[config.mk]
export PLATFORM = sky130hd
export DESIGN_NAME = swpt_cell
export DESIGN_NICKNAME = d
export VERILOG_FILES = /design/src/rtl/swpt_pkg.sv /design/src/rtl/swpt_cell.sv
export SDC_FILE = /design/constraint.sdc
export NUM_CORES = 1
export LEC_CHECK = 0
export BUFFER_PORTS_ARGS = -buffer_cell sky130_fd_sc_hd__buf_2
export CORE_UTILIZATION = 40
export DETAILED_ROUTE_END_ITERATION = 8
export PLACE_DENSITY = 0.73
export SKIP_LAST_GASP = 1
export SYNTH_ARGS = -nofsm -noshare
export SYNTH_HDL_FRONTEND = slang
export SYNTH_SLANG_ARGS = --single-unit
[constraint.sdc]
create_clock -name clk -period 4.9 [get_ports clk]
set_clock_uncertainty 0.15 [all_clocks]
set_input_delay 0.245 -clock clk [delete_from_list [all_inputs] [get_ports clk]]
set_output_delay 0.245 -clock clk [all_outputs]
set_load 0.02 [all_outputs]
[src/rtl/swpt_pkg.sv]
// shared types and constants for the sliding window percentile tracker
// no dependencies; imported by the cell, the top level and the testbench
`timescale 1ns / 1ps
`default_nettype none

package swpt_pkg;

  // operation codes of an input transaction
  localparam logic [1:0] OP_RECORD = 2'd0;
  localparam logic [1:0] OP_QUERY  = 2'd1;
  localparam logic [1:0] OP_CLEAR  = 2'd2;

  // register indexes on the configuration port
  localparam logic REG_WINDOW_SIZE     = 1'b0;
  localparam logic REG_REPORT_INTERVAL = 1'b1;

  // reset values of the registers
  localparam logic [8:0]  WINDOW_SIZE_RST     = 9'd256;
  localparam logic [15:0] REPORT_INTERVAL_RST = 16'd0;

  // percentile ranks
  localparam logic [6:0] PCT_50 = 7'd50;
  localparam logic [6:0] PCT_90 = 7'd90;
  localparam logic [6:0] PCT_99 = 7'd99;

  // x / 100 as (x * DIV100_MUL) >> DIV100_SHIFT, exact for x below about 1.8 million
  localparam int unsigned DIV100_SHIFT = 26;
  localparam logic [19:0] DIV100_MUL   = 20'd671089;

  // command broadcast to every cell of the sorted chain
  typedef enum logic [1:0] {
    CMD_HOLD,
    CMD_CLEAR,
    CMD_EVICT,
    CMD_INSERT
  } cell_cmd_t;

endpackage

`default_nettype wire

[src/rtl/swpt_cell.sv]
// one cell of the sorted chain: holds a key {value, ring slot} and a valid bit
// depends on swpt_pkg; neighbors exchange keys on evict and insert commands
`timescale 1ns / 1ps
`default_nettype none

module swpt_cell #(
  parameter int KEY_W = 72
) (
  input  wire                   clk,
  input  wire                   rst_n,
  input  swpt_pkg::cell_cmd_t   cmd,
  input  wire [KEY_W-1:0]       key_in,
  input  wire                   left_gt,
  input  wire [KEY_W-1:0]       left_key,
  input  wire                   left_vld,
  input  wire [KEY_W-1:0]       right_key,
  input  wire                   right_vld,
  output logic                  gt,
  output logic [KEY_W-1:0]      key_q,
  output logic                  vld_q
);
  import swpt_pkg::*;

  logic [KEY_W-1:0] key_r;
  logic             vld_r;
  logic             ge;

  // empty cells sort after everything
  assign gt    = !vld_r || (key_r > key_in);
  assign ge    = !vld_r || (key_r >= key_in);
  assign key_q = key_r;
  assign vld_q = vld_r;

  // payload moves with its neighbors
  always_ff @(posedge clk) begin
    unique case (cmd)
      CMD_EVICT: begin
        if (ge) begin
          key_r <= right_key;
        end
      end
      CMD_INSERT: begin
        if (gt) begin
          key_r <= left_gt ? left_key : key_in;
        end
      end
      default: begin
      end
    endcase
  end

  // valid bits
  always_ff @(posedge clk) begin
    if (!rst_n) begin
      vld_r <= 1'b0;
    end else begin
      unique case (cmd)
        CMD_CLEAR: vld_r <= 1'b0;
        CMD_EVICT: begin
          if (ge) begin
            vld_r <= right_vld;
          end
        end
        CMD_INSERT: begin
          if (gt) begin
            vld_r <= left_gt ? left_vld : 1'b1;
          end
        end
        default: begin
        end
      endcase
    end
  end

endmodule

`default_nettype wire

==> impl_metrics.json, run 1 <==
{
  "dieWidth_um": 119.8,
  "final_common_cell": "buf_2",
  "clk_latency_ns": 0.34,
  "crit_path_frequent_cell": "nand4_1",
  "cp-start-kind": "flop",
  "cts-resized-gates": 0,
  "drive_above_1_share_pct": 36.45,
  "arrival_ns": 3.27,
  "fillCellCount": 1281,
  "switching_share_pct": 29.61,
  "cts_setup_buffers": 0,
  "drc_errors": 0,
  "die_h_um": 119.8,
  "dieArea_mm2": 0.01435,
  "path_buf_inv": 1,
  "final_min_period_over_clock_period_pct": 70.44,
  "post-route-min-period_ns": 3.452,
  "cts_tree": "yes",
  "grt_pass1_vias": 5084,
  "critPathMaxStageDelay_ns": 0.52,
  "synth_seq_cells": 73,
  "grt_antenna_before_repair": 0,
  "path_cells": "ha_1, nand4_1, nor4_1, nand4_1, nor2_2, o41ai_1, a41oi_4, buf_4",
  "grt_max_degree": 100,
  "cts-root-buf": "clkbuf_16",
  "synthFlopType": "edfxtp_1",
  "clockPowerShare_pct": 32.1,
  "fp.coreArea_mm2": 0.01340,
  "status": "finished clean",
  "path_max_fanout": 46,
  "p_comb_share_pct": 27.2,
  "syn_nets": 881,
  "grt_usage_pct": 21.44,
  "ir_worst_vdd_v": 0.0001287,
  "ys_seq_area_share_pct": 39.31,
  "ios": 297,
  "rsz0062_at_grt": "no",
  "final-hold-violation-count": 0,
  "path_delay_family": "simple AND/OR/NAND/NOR gates",
  "place.port_buffers": 296,
  "p_sw_uw": 566.3,
  "first_iter_violations": 121,
  "gp_congestion": 0.8084,
  "viasPerCell": 4.978,
  "hold_ws_ns": 0.02276,
  "layout.nets": 1168,
  "hold_buffers": 0,
  "relSlewSlack_pct": 35.33,
  "final_cell_mix": "buf_2, a21oi_1, nor2_1",
  "wl_um": 15350,
  "max-clock-path-buffers": 2,
  "grt_pass1_wl_um": 24090,
  "setup-tns-final_ns": 0,
  "setup_violations": 0,
  "slew_violations": 0,
  "min_path_type": "in -> reg",
  "synthArstFlopShare_pct": 0,
  "syn2layout_area_growth_pct": 34.73,
  "fmax_ghz": 0.2897,
  "end_kind": "flop",
  "cp.required_ns": 4.72,
  "syn_area_per_cell_um2": 9.474,
  "criticalPathCategory": "reg -> reg",
  "power.leakage_nw": 3.863,
  "num_vias": 5247,
  "syn_area_mm2": 0.005552,
  "synthCells": 586,
  "routedWlPerCell_um": 14.57,
  "seq_power_share_pct": 40.8,
  "synth.distinct_cells": 40,
  "drt-pass1-iter-count": 4,
  "ant_nets": 0,
  "fp-row-count": 42,
  "p_per_area_mw_per_mm2": 255.7,
  "n_antenna_cell": 0,
  "cts.clk_slew.worst_paths_ns": 0.05,
  "cts_made_buffers": 9,
  "slowest_stage": "buf_4",
  "start_util_pct": 41.43,
  "synth_edf_count": 72,
  "overflow": 0,
  "drv_cap": 0,
  "post-dp-hpwl_um": 12610,
  "tightest_slew_ns": 0.9700,
  "cts.sinks": 73,
  "p_int_mw": 1.346,
  "synth_warnings": 0,
  "htreeDepth": 3
}
==> cell usage after synthesis, types with 2 or more instances <==
| master | n | area [um2] |
|---|---|---|
| nand4_1 | 13 | 81.33 |
| nor2_1 | 77 | 289.0 |
| a21o_1 | 8 | 60.06 |
| o21ai_0 | 10 | 50.05 |
| clkbuf_1 | 17 | 63.81 |
| nand3_1 | 5 | 25.02 |
| nor2b_1 | 3 | 18.77 |
| a221oi_1 | 3 | 26.28 |
| inv_1 | 76 | 285.3 |
| nor4_1 | 5 | 31.28 |
| nand2_1 | 18 | 67.56 |
| o21ai_1 | 4 | 20.02 |
| edfxtp_1 | 72 | 2162 |
| a21oi_1 | 101 | 505.5 |
| ha_1 | 72 | 900.9 |
| buf_1 | 6 | 22.52 |
| mux2i_1 | 72 | 720.7 |
| nor3_1 | 2 | 10.01 |
==> power groups by stage <==
stage,Clock [mW],Sequential (mW),Combinational [mW]
after floorplan,0,0.856,0.248
after global placement,0,0.789,0.518
after detailed placement,0,0.793,0.524
after CTS,0.627,0.780,0.528
after global routing,0.652,0.786,0.581
final,0.613,0.780,0.520
==> worst paths after layout <==
check / cells after the start / end / start / slack, ns
setup / recovery: 8 / key_q[55] / key_q[67] / 1.45
hold / removal: 3 / vld_q / rst_n / 0.02
setup reg to reg: 8 / key_q[55] / key_q[67] / 1.45
hold reg to reg: 3 / vld_q / vld_q / 0.63
==> cell families (layout without fill, tap and decap cells) <==
group	after synthesis	after routing	synth area share [%]
AOI/OAI and AO/OA	137	137	13.70
and+or+nand+nor	132	132	11.00
buffers and inverters	100	392	6.784
DFF	73	73	39.31
adders and majority gates	72	72	16.23
muxes	72	72	12.98
==> worst register-to-register path, stage by stage, from the launching register on <==
cell      delay, ns
edfxtp_1       0.40
ha_1           0.33
nand4_1        0.26
nor4_1         0.51
nand4_1        0.28
nor2_2         0.22
o41ai_1        0.14
a41oi_4        0.24
buf_4          0.52
==> metrics by stage <==
stage / util, % / setup slack (ns) / total power, mW / std cells / cell area [um2]
after floorplan: - / 0.4042 / 1.104 / 586 / 5552
after global placement: 53.79 / 1.485 / 1.308 / 1038 / 7208
after detailed placement: 53.79 / 1.477 / 1.317 / 1038 / 7208
after CTS: 55.82 / 1.439 / 1.935 / 1054 / 7480
after global routing: 55.82 / 1.305 / 2.020 / 1054 / 7480
final: 55.82 / 1.448 / 1.913 / 1054 / 7480
==> sequential cells by signal, indices dropped and copies added (netlist names) <==
signal / count
key_q: 72
vld_q: 1
==> final cells by class <==
type | count | area (um2) | share of cell area [%]
Multi-Input combinational cell | 413 | 3007 | 40.20
Sequential cell | 73 | 2182 | 29.17
Timing Repair Buffer | 300 | 1514 | 20.24
Inverter | 76 | 285.3 | 3.814
Clock buffer | 16 | 271.5 | 3.630
Tap cell | 176 | 220.2 | 2.944
==> routing by layer <==
metal,vias to the layer above,part of all wire (%),routed length (um),GRT usage (%)
met3,35,5.0,767,3.565
met2,174,50,7729,38.40
met4,0,3.2,487,10.23
li1,2678,-,-,-
met5,-,0,0,0
met1,2360,41,6369,24.72
No activity file was read; power rests on OpenSTA's default activity.
==> inputs of run 2 (changes only) <==
--- a/config.mk
+++ b/config.mk
@@ -8,7 +8,7 @@
 export BUFFER_PORTS_ARGS = -buffer_cell sky130_fd_sc_hd__buf_2
 export CORE_UTILIZATION = 40
 export DETAILED_ROUTE_END_ITERATION = 8
-export PLACE_DENSITY = 0.73
+export PLACE_DENSITY = 0.75
 export SKIP_LAST_GASP = 1
 export SYNTH_ARGS = -nofsm -noshare
 export SYNTH_HDL_FRONTEND = slang
==> constraint.sdc (replaced) <==
create_clock -name clk -period 3 [get_ports clk]
set_clock_uncertainty 0.15 [all_clocks]
set_input_delay 0.15 -clock clk [delete_from_list [all_inputs] [get_ports clk]]
set_output_delay 0.15 -clock clk [all_outputs]
set_load 0.02 [all_outputs]
==> impl_metrics.json, run 2 (synthesized netlist as in run 1, its figures left out) <==
{
  "final_cell_mix": "buf_2, a21oi_1, nor2_1",
  "path_max_fanout": 3,
  "endpoint": "gt",
  "cp-start-kind": "flop",
  "final_min_period_over_clock_period_pct": 98.63,
  "power.leakage_nw": 4.156,
  "rsz0062_at_grt": "yes",
  "status": "finished clean",
  "path_delay_family": "simple AND/OR/NAND/NOR gates",
  "top_layer": "met4",
  "clockPowerShare_pct": 31.7,
  "cts_made_buffers": 9,
  "cp.required_ns": 2.70,
  "slew_violations": 0,
  "placed_area_mm2": 0.007447,
  "cp.depth": 10,
  "criticalPathCategory": "reg -> out",
  "routedWlPerCell_um": 15.25,
  "wl_met3_um": 1130,
  "slowest_stage": "edfxtp_1",
  "dieArea_mm2": 0.01435,
  "fillCellCount": 1164,
  "ios": 297,
  "r2r_start": "key_q[59]",
  "htreeDepth": 3,
  "wl_met2_um": 8817,
  "p_per_area_mw_per_mm2": 400.5,
  "finish.instance_area_mm2": 0.008237,
  "reg2reg_to": "key_q[58]",
  "grt_usage_pct": 23.10,
  "ir_worst_vdd_v": 0.0003406,
  "place.port_buffers": 296,
  "r2r_slack_ns": 0.08,
  "ant_nets": 0,
  "fmax_ghz": 0.3380,
  "clk_latency_ns": 0.34,
  "fp.coreArea_mm2": 0.01340,
  "end_kind": "output port",
  "syn2layout_area_growth_pct": 48.37,
  "gp_congestion": 0.8143,
  "setup_ws_ns": 0.04123,
  "max-clock-path-buffers": 2,
  "drt-met1-wl_um": 6518,
  "path_buf_inv": 3,
  "fp-row-count": 42,
  "drive_above_1_share_pct": 38.69,
  "p_comb_share_pct": 29.6,
  "min_path_type": "in -> reg",
  "grt_pass1_wl_um": 25430,
  "final_common_cell": "buf_2",
  "start_util_pct": 41.43,
  "largest_reg_flops": 72,
  "dp_slack_ns": 0.02364,
  "wl_um": 16850,
  "p_int_mw": 2.320,
  "setup_violations": 0,
  "reg2regPathDepth": 11,
  "grt_max_degree": 59,
  "cts.clk_slew.worst_paths_ns": 0.06,
  "drt-pass1-iter-count": 4,
  "seq_power_share_pct": 38.7,
  "grt_pass1_vias": 5460,
  "critPathMaxStageDelay_ns": 0.44,
  "layout.nets": 1218,
  "cts-root-buf": "clkbuf_16",
  "hold_depth": 3,
  "p_sw_uw": 978.8,
  "die_h_um": 119.8,
  "crit_path_frequent_cell": "buf_4",
  "drc_errors": 0,
  "path_cells": "ha_4, nand4_1, buf_4, nor4_1, buf_4, nand2_1, a21o_1, and3_1, o21ai_2, buf_6",
  "cts.sinks": 73,
  "final-hold-violation-count": 0,
  "cts_tree": "yes",
  "switching_share_pct": 29.67,
  "dpl.cell_count": 1048,
  "overflow": 0,
  "tightest_slew_ns": 0.6151,
  "power.total_mw": 3.299,
  "layout.cells.non_filler": 1105,
  "post-route-min-period_ns": 2.959,
  "relSlewSlack_pct": 59.00,
  "drv_cap": 0,
  "arrival_ns": 2.66,
  "dieWidth_um": 119.8,
  "num_vias": 5516,
  "first_iter_violations": 223,
  "viasPerCell": 4.992,
  "hold_ws_ns": 0.003874,
  "grt_antenna_before_repair": 1,
  "post-dp-hpwl_um": 13450,
  "startpoint": "key_q[67]"
}
[run 2: cell count changes in the layout (fill, tap and decap cells not counted), sizes merged]
cell / delta
dlygate4sd3: +28
buf: +19
clkinv: +3
bufinv: +1
clkbuf: -1
diode: +1
[run 2: how the worst min path moves through the flow]
stage / slack (ns) / endpoint / start
CTS: 0.0001 / key_q[12] / right_key[12]
finish: 0.004 / key_q[48] / right_key[48]
global route: 0.01 / key_q[66] / right_key[66]
global placement: 0.27 / vld_q / rst_n
floorplan: 0.16 / vld_q / rst_n
detailed placement: 0.29 / vld_q / rst_n
[run 2: cell type report]
class | instances | area (um2) | share of cell area, %
Sequential cell | 73 | 2182 | 26.49
Clock inverter | 4 | 43.79 | 0.5317
Tap cell | 176 | 220.2 | 2.674
Inverter | 76 | 285.3 | 3.463
Timing Repair Buffer | 350 | 2108 | 25.60
Antenna cell | 1 | 2.502 | 0.03038
Multi-Input combinational cell | 413 | 3158 | 38.34
Clock buffer | 12 | 236.5 | 2.871
[run 2: power groups by stage]
| stage | sequential, mW | clock, mW | combinational (mW) |
|---|---|---|---|
| 2_1_floorplan | 1.40 | 0 | 0.418 |
| 4_1_cts | 1.28 | 1.07 | 0.950 |
| 6_report | 1.28 | 1.05 | 0.976 |
| 5_1_grt | 1.29 | 1.11 | 1.08 |
| 3_3_place_gp | 1.29 | 0 | 0.890 |
| 3_5_place_dp | 1.30 | 0 | 0.907 |
[run 2: what timing repair did]
item / CTS / global route
cloned: 0 / 3
hold buffers: 28 / 0
endpoints found under the hold margin: 27 / 0
buffers inserted: 6 / 3
pin swaps: 3 / 3
resized for setup: 7 / 7
setup endpoints to repair: 11 / 74
[run 2: per-layer routing]
layer / vias up / global-route usage (%)
met1: 2484 / 24.24
met2: 226 / 44.36
met3: 26 / 5.086
met5: - / 0
met4: 0 / 8.672
li1: 2780 / -
[run 2: worst reg2reg max path, delay by kind of cell, from the launching register on]
| kind | cells | cell delay [ns] |
|---|---|---|
| DFF | 1 | 0.44 |
| buffers and inverters | 4 | 0.67 |
| AOI/OAI and AO/OA | 2 | 0.30 |
| and+or+nand+nor | 4 | 0.79 |
| adders and majority gates | 1 | 0.31 |
[run 2: through the flow]
step | setup TNS, ns | util (%)
after floorplan | -49.46 | -
after global placement | 0 | 55.57
after detailed placement | 0 | 55.57
after CTS | 0 | 60.33
after global routing | -3.767 | 61.45
final | 0 | 61.47
